--- config.mk ---
export PLATFORM = sky130hd
export DESIGN_NAME = paqs_ctrl
export DESIGN_NICKNAME = d
export VERILOG_FILES = /design/src/design/paqs_pkg.sv /design/src/design/paqs_ctrl.sv
export SDC_FILE = /design/constraint.sdc
export NUM_CORES = 1
export LEC_CHECK = 0
export ABC_AREA = 1
export BUFFER_PORTS_ARGS = -buffer_cell sky130_fd_sc_hd__buf_2
export CAP_MARGIN = 20
export CORE_AREA = 2 2 39 41
export DETAILED_ROUTE_END_ITERATION = 8
export DIE_AREA = 0 0 41 43
export HOLD_SLACK_MARGIN = 0.02
export PLACE_DENSITY_LB_ADDON = 0.08
export SETUP_SLACK_MARGIN = 0.2
export SLEW_MARGIN = 40
export SYNTH_ARGS = -nofsm -noshare
export SYNTH_HDL_FRONTEND = slang
export SYNTH_SLANG_ARGS = --single-unit
--- constraint.sdc ---
create_clock -name i_clk -period 1.2 [get_ports i_clk]
set_input_delay 0.36 -clock i_clk [delete_from_list [all_inputs] [get_ports i_clk]]
set_output_delay 0.36 -clock i_clk [all_outputs]
set_load 0.01 [all_outputs]
--- src/design/paqs_pkg.sv ---
// Package for the per-question answer statistics block.
// Sizes, record layout, command/status structs and function codes.
// No dependencies.
package paqs_pkg;

    localparam int NUM_QUESTIONS  = 64;
    localparam int NUM_CATEGORIES = 8;
    localparam int COUNT_BITS     = 20;

    // port widths fixed by the interface
    localparam int Q_BITS    = 6;
    localparam int ANS_BITS  = 4;
    localparam int CAT_BITS  = 3;
    localparam int QIU_BITS  = 7;
    localparam int MEAN_BITS = 11;
    localparam int SD_BITS   = 11;
    localparam logic [QIU_BITS-1:0] QIU_RESET = QIU_BITS'(64);

    localparam int ADDR_BITS = $clog2(NUM_QUESTIONS);
    localparam int VAL_BITS  = $clog2(NUM_CATEGORIES);
    localparam int SUM_BITS  = COUNT_BITS + VAL_BITS;
    localparam int SQ_BITS   = COUNT_BITS + 2 * VAL_BITS;
    localparam int PROD_BITS = COUNT_BITS + SQ_BITS;
    localparam int FRAC_BITS = 8;
    localparam int X_BITS    = PROD_BITS + 2 * FRAC_BITS;
    localparam int D_BITS    = 2 * COUNT_BITS;

    localparam int MEAN_STEPS = SUM_BITS + FRAC_BITS;
    localparam int VAR_STEPS  = X_BITS;
    localparam int SQ_TOP     = (X_BITS - 1) & ~1;
    localparam int SQRT_STEPS = SQ_TOP / 2 + 1;
    localparam int CNT_BITS   = $clog2(X_BITS);

    localparam logic [COUNT_BITS-1:0] COUNT_LIMIT = '1;

    localparam logic FUNC_ADD   = 1'b0;
    localparam logic FUNC_QUERY = 1'b1;

    typedef logic [NUM_CATEGORIES-1:0][COUNT_BITS-1:0] t_hist;

    typedef struct packed {
        logic [COUNT_BITS-1:0] cnt;
        logic [SUM_BITS-1:0]   sum;
        logic [SQ_BITS-1:0]    sq;
        t_hist                 hist;
    } t_rec;

    localparam int REC_BITS = $bits(t_rec);

    typedef struct packed {
        logic accept;     // word taken, launch record read
        logic cap;        // record data valid, capture / write back
        logic add_wr;     // write back an add
        logic mean_load;  // load divider for mean
        logic div_step;
        logic var_load;   // take mean, load divider for variance
        logic sqrt_load;
        logic sqrt_step;
        logic out_load;
    } t_cmd;

    typedef struct packed {
        logic func;
    } t_sts;

endpackage

--- src/design/paqs_ctrl.sv ---
// Sequencer for the statistics block: add write-back, mean division,
// variance division and square root. Uses paqs_pkg.
module paqs_ctrl (
    input  logic            i_clk,
    input  logic            i_rst_n,
    input  logic            i_start,
    input  paqs_pkg::t_sts  i_sts,
    output paqs_pkg::t_cmd  o_cmd,
    output logic            o_busy
);
    import paqs_pkg::*;

    localparam logic [2:0] S_IDLE = 3'd0;
    localparam logic [2:0] S_DAT  = 3'd1;
    localparam logic [2:0] S_DIVM = 3'd2;
    localparam logic [2:0] S_VLD  = 3'd3;
    localparam logic [2:0] S_DIVV = 3'd4;
    localparam logic [2:0] S_SLD  = 3'd5;
    localparam logic [2:0] S_SQRT = 3'd6;
    localparam logic [2:0] S_OUT  = 3'd7;

    logic [2:0]          r_state, n_state;
    logic [CNT_BITS-1:0] r_cnt, n_cnt;
    t_cmd                cmd;

    always_comb begin
        n_state = r_state;
        n_cnt   = r_cnt;
        cmd     = '0;
        case (r_state)
            S_IDLE: begin
                if (i_start) begin
                    cmd.accept = 1'b1;
                    n_state    = S_DAT;
                end
            end
            S_DAT: begin
                cmd.cap = 1'b1;
                if (i_sts.func == FUNC_ADD) begin
                    cmd.add_wr = 1'b1;
                    n_state    = S_IDLE;
                end else begin
                    cmd.mean_load = 1'b1;
                    n_cnt         = CNT_BITS'(MEAN_STEPS - 1);
                    n_state       = S_DIVM;
                end
            end
            S_DIVM: begin
                cmd.div_step = 1'b1;
                n_cnt        = r_cnt - 1'b1;
                if (r_cnt == '0) n_state = S_VLD;
            end
            S_VLD: begin
                cmd.var_load = 1'b1;
                n_cnt        = CNT_BITS'(VAR_STEPS - 1);
                n_state      = S_DIVV;
            end
            S_DIVV: begin
                cmd.div_step = 1'b1;
                n_cnt        = r_cnt - 1'b1;
                if (r_cnt == '0) n_state = S_SLD;
            end
            S_SLD: begin
                cmd.sqrt_load = 1'b1;
                n_cnt         = CNT_BITS'(SQRT_STEPS - 1);
                n_state       = S_SQRT;
            end
            S_SQRT: begin
                cmd.sqrt_step = 1'b1;
                n_cnt         = r_cnt - 1'b1;
                if (r_cnt == '0) n_state = S_OUT;
            end
            S_OUT: begin
                cmd.out_load = 1'b1;
                n_state      = S_IDLE;
            end
            default: begin
                n_state = S_IDLE;
            end
        endcase
    end

    always_ff @(posedge i_clk) begin
        if (!i_rst_n) begin
            r_state <= S_IDLE;
            r_cnt   <= '0;
        end else begin
            r_state <= n_state;
            r_cnt   <= n_cnt;
        end
    end

    assign o_cmd  = cmd;
    assign o_busy = (r_state != S_IDLE);

    a_dat_after_accept: assert property (@(posedge i_clk) disable iff (!i_rst_n)
        r_state == S_DAT |-> $past(cmd.accept))
        else $error("record stage without accepted word");
    a_divm_cnt: assert property (@(posedge i_clk) disable iff (!i_rst_n)
        r_state == S_DIVM |-> r_cnt < CNT_BITS'(MEAN_STEPS))
        else $error("mean step count out of range");
    a_sqrt_cnt: assert property (@(posedge i_clk) disable iff (!i_rst_n)
        r_state == S_SQRT |-> r_cnt < CNT_BITS'(SQRT_STEPS))
        else $error("root step count out of range");
endmodule

# Word level (Yosys, flattened, before mapping)
# Index checks and enable logic that the tools add are counted.
word_totals:
  register_bits: 9
  word_cells: 41
op_classes:
  addsub: 1
  eq_ne: 12
  muxes: 18
  n_reduce_logical: 8
ops:
  columns: ["cell", "n"]
  rows:
  - ["$pmux W3 S8", 1]
  - ["$pmux W6 S4", 1]
  - ["$mux W3", 5]
  - ["$eq A3 B3 Y1 const B", 4]
  - ["$ne A2 B2 Y1 const B", 5]
  - ["$mux W1", 9]
  - ["$eq A3 B2 Y1 const B", 2]
  - ["$logic_not A6 Y1", 1]
  - ["$mux W6", 1]
  - ["$sub A6 B1 Y6 const B", 1]
  - ["$reduce_and A4 Y1", 1]
  - ["$reduce_bool A4 Y1", 1]
  - ["$eq A3 B1 Y1 const B", 1]
  - ["$logic_not A3 Y1", 1]
  - ["$reduce_bool A3 Y1", 1]
  - ["$reduce_or A3 Y1", 1]
  - ["$mux W2", 1]
  - ["$reduce_and A2 Y1", 1]
  - ["$reduce_or A2 Y1", 1]

# Logic depth before layout (Yosys ltp)
depth:
  ltp_word: 4
  mapped_depth: 8

# Worst setup path after synthesis
# No wires, ideal clock.
synth_path:
  path_kind: "register to output"
  start: "register r_state[2]"
  end: "output port o_cmd[4] (netlist name)"
  arrival_ns: 0.945
  required_time_ns: 0.840
  setup_slack_ns: -0.105
  stages_incl_launch_ff: 5
  path_buffers: 0
  path_cell_list: "dfxtp_1 -> nor2_4 -> nor2_2 -> inv_1 -> a21oi_1"
synth_rtl:
  columns: ["element", "line_no", "text"]
  rows:
  - ["start, declared", "paqs_ctrl.sv:22", "logic [2:0] r_state, n_state;"]
  - ["start signal, assigned", "paqs_ctrl.sv:88", "r_state <= n_state;"]
  - ["end, declared", "paqs_ctrl.sv:8", "output paqs_pkg::t_cmd o_cmd,"]

==> metrics.yaml <==
floorplan:
  floorplan.io_pins: 14
  rows: 14
  core_um2: 1380
  die-area_um2: 1760
  die_w_um: 41
  chipHeight_um: 43
  initial_utilization_pct: 40.4
global_route:
  grt_pass1_vias: 583
  grt_antenna_before_repair: 0
  grt_max_degree: 9
  grt_first_pass_wirelength_um: 2510
  globalRoute.totalOverflow: 0
  global_route.usage.total_pct: 21.4
synthesis:
  synth.area.top_cells: "sky130_fd_sc_hd__dfxtp_1 (32%), sky130_fd_sc_hd__nand2_1 (13%), sky130_fd_sc_hd__inv_1 (8.7%)"
  syn-mean-instance-area_um2: 6.43
  synth_edf_count: 0
  synth_fp_nets: 92
  number_of_distinct_library_cell_variants_in_the_gate_level_netlist_after_synthesis: 20
  synth_top_cell_by_area: "sky130_fd_sc_hd__dfxtp_1"
  synth.ff_latch_count: 9
  synth_top_flop_cell: "sky130_fd_sc_hd__dfxtp_1"
  synth_cells: 87
  synthArstFlopShare_pct: 0
  synth.yosys.warnings: 0
  synth_area_um2: 559
  seq_area_frac_synth_pct: 32.2
  synth_largest_type_area_fraction_pct: 32.2
clock_network:
  numClockSinks: 9
  clock_tree_from_tritoncts: "yes"
  cts.hold.buffers_added: 0
  numCtsBuffers: 3
  worst_skew_pair.late_latency_ns: 0.27
  clkSlewWorstSetupHoldPaths_ns: 0.07
  clockBufferDepth: 2
  cts.root.buffer_cell: "sky130_fd_sc_hd__clkbuf_4"
  ctsHtreeMaxLevel: 1
route:
  drt.antenna.violating_nets: 0
  route.vias.total: 655
  drt_iter0_drc: 9
  first_pass_iters: 4
  wirelength_um: 1640
  detail_route.wl_per_cell_um: 12.0
  vias_per_cell: 4.78
  drcViolationCount: 0
final_layout:
  fin_nets: 127
  synthToLayoutAreaGrowth_pct: 69.1
  antenna_fix_cells: 0
  layout_commonest_cell: "sky130_fd_sc_hd__buf_6"
  drive_gt1_share_pct: 58.7
  most-common-layout-cells: "sky130_fd_sc_hd__buf_6 (14), sky130_fd_sc_hd__nand2_1 (13), sky130_fd_sc_hd__buf_2 (10)"
worst_setup_path:
  critPathLaunch: "r_state[1]$_SDFFE_PN0P_"
  worst_path_largest_cell_delay_ns: 0.37
  timing.critical_path.mode_cell: "sky130_fd_sc_hd__nor2_4"
  critPathLaunchType: "flop"
  worst_ep_required_time_ns: 0.84
  slowest_stage: "sky130_fd_sc_hd__dfxtp_4"
  timing.critical_path.arrival_ns: 1.16
  cp-end-kind: "output port"
  timing.rr.start: "r_state[1]$_SDFFE_PN0P_"
  worst-setup-path-type: "reg -> out"
  crit_fanout: 3
  cells_traversed_along_the_worst_timing_path: "nor2_4 -> buf_6 -> nor2_4 -> inv_2 -> a21oi_2 -> buf_2"
place:
  post-place-ws_ns: -0.0303
  numPortBuffers: 13
  gpl.final_weighted_congestion: 0.775
  detailedPlacementHpwl_um: 1040
power_and_ir_drop:
  p_total_mw: 1.27
  ir_worst_vdd_uv: 653
  power.density_nw_per_um2: 1340
  power.static_leakage_nw: 0.436
status:
  status: "complete, but fails checks"
  failed_checks: "setup timing"
timing:
  period_share_pct: 127
  rsz_0062_raised_after_global_routing: "true"
  drv_slew: 0
  finalSetupViolations: 18
  timing.final.hold_violations: 0
  post-route-worst-setup-slack_ns: -0.321
  slew-limit-headroom_pct: 78.5
  fmax_ghz: 0.658
  post_route_clock_skew_ns: 0.00257
  worst_slew_pin_slew_ns: 0.322
  timing.final.crit_period_ns: 1.52
hold_path:
  holdCritStartpoint: "i_rst_n"
  hold_path.class: "in -> reg"
job:
  maximum_capacitance_violations: 0
-- worst max-delay path, delay by kind of cell, from the launching register on --
kind                   cells  cell delay, ns
AOI/OAI and AO/OA          1            0.09
buffers and inverters      3            0.29
DFF                        1            0.37
and+or+nand+nor            2            0.13
-- cells in the mapped netlist, drive strengths merged, types with 3 or more instances --
cell,instances
nand3,6
o21ai,4
nor3,3
inv,16
nor2,13
dfxtp,9
a21oi,7
nand2,23
-- per-stage QoR --
step | utilization (%) | instance area [um2] | hold WS, ns | setup TNS [ns] | instances
after floorplan | - | 609 | 0.451 | 0 | 87
after global placement | 54.0 | 747 | 0.470 | -0.0186 | 123
after detailed placement | 54.0 | 747 | 0.477 | -0.0419 | 123
after CTS | 62.4 | 863 | 0.383 | -2.62 | 131
after global routing | 68.4 | 946 | 0.413 | -4.45 | 137
final | 68.4 | 946 | 0.390 | -3.58 | 137
-- flip-flops by register name (all words and copies together), names as in the netlist --
name and count:
r_cnt 6, r_state 3
-- cell type report --
type / count / area [um2]
fill: 114 / 438
multi-input combinational: 61 / 390
timing repair buffer: 30 / 253
sequential: 9 / 193
inverter: 17 / 63.8
clock buffer: 4 / 26.3
tap: 16 / 20.0
-- kinds of logic (layout without fill, tap and decap cells) --
family          Yosys count  after routing  share of synthesized area [%]
simple gates             46             46                           39.6
buf+inv                  17             51                           11.4
compound gates           13             13                           13.0
flops                     9              9                           32.2
fa+ha+maj                 1              1                           2.24
xor+xnor                  1              1                           1.57
-- power breakdown --
part / total [mW] / switching, mW / leakage (nW) / internal [mW]
logic: 0.609 / 0.324 / 0.345 / 0.285
registers: 0.408 / 0.0609 / 0.0765 / 0.347
clock network: 0.252 / 0.123 / 0.0150 / 0.129
total: 1.27 / 0.508 / 0.436 / 0.761
-- layer usage --
layer / wire, um / GRT usage, % / up-vias
met3: 48 / 4.71 / 6
met4: 51 / 12.0 / 0
li1: - / - / 339
met2: 807 / 32.5 / 13
met5: 0 / 0 / -
met1: 735 / 26.3 / 297
-- worst paths after layout --
path / end / slack (ns) / cells after the start
setup / recovery: o_cmd[4] / -0.32 / 6
hold / removal: r_cnt[1]$_SDFFE_PN0P_ / 0.39 / 3
setup reg to reg: r_cnt[1]$_SDFFE_PN0P_ / -0.23 / 11
hold reg to reg: r_cnt[0]$_SDFFE_PN0P_ / 0.47 / 2
-- what timing repair did --
| action | 4_1_cts | 5_1_grt |
|---|---|---|
| gates resized for setup | 18 | 12 |
| endpoints found under the setup margin | 18 | 18 |
| pin swaps | 11 | 11 |
| setup buffers | 4 | 6 |
| gates cloned | 0 | 0 |
(Power assumes the default switching activity.)
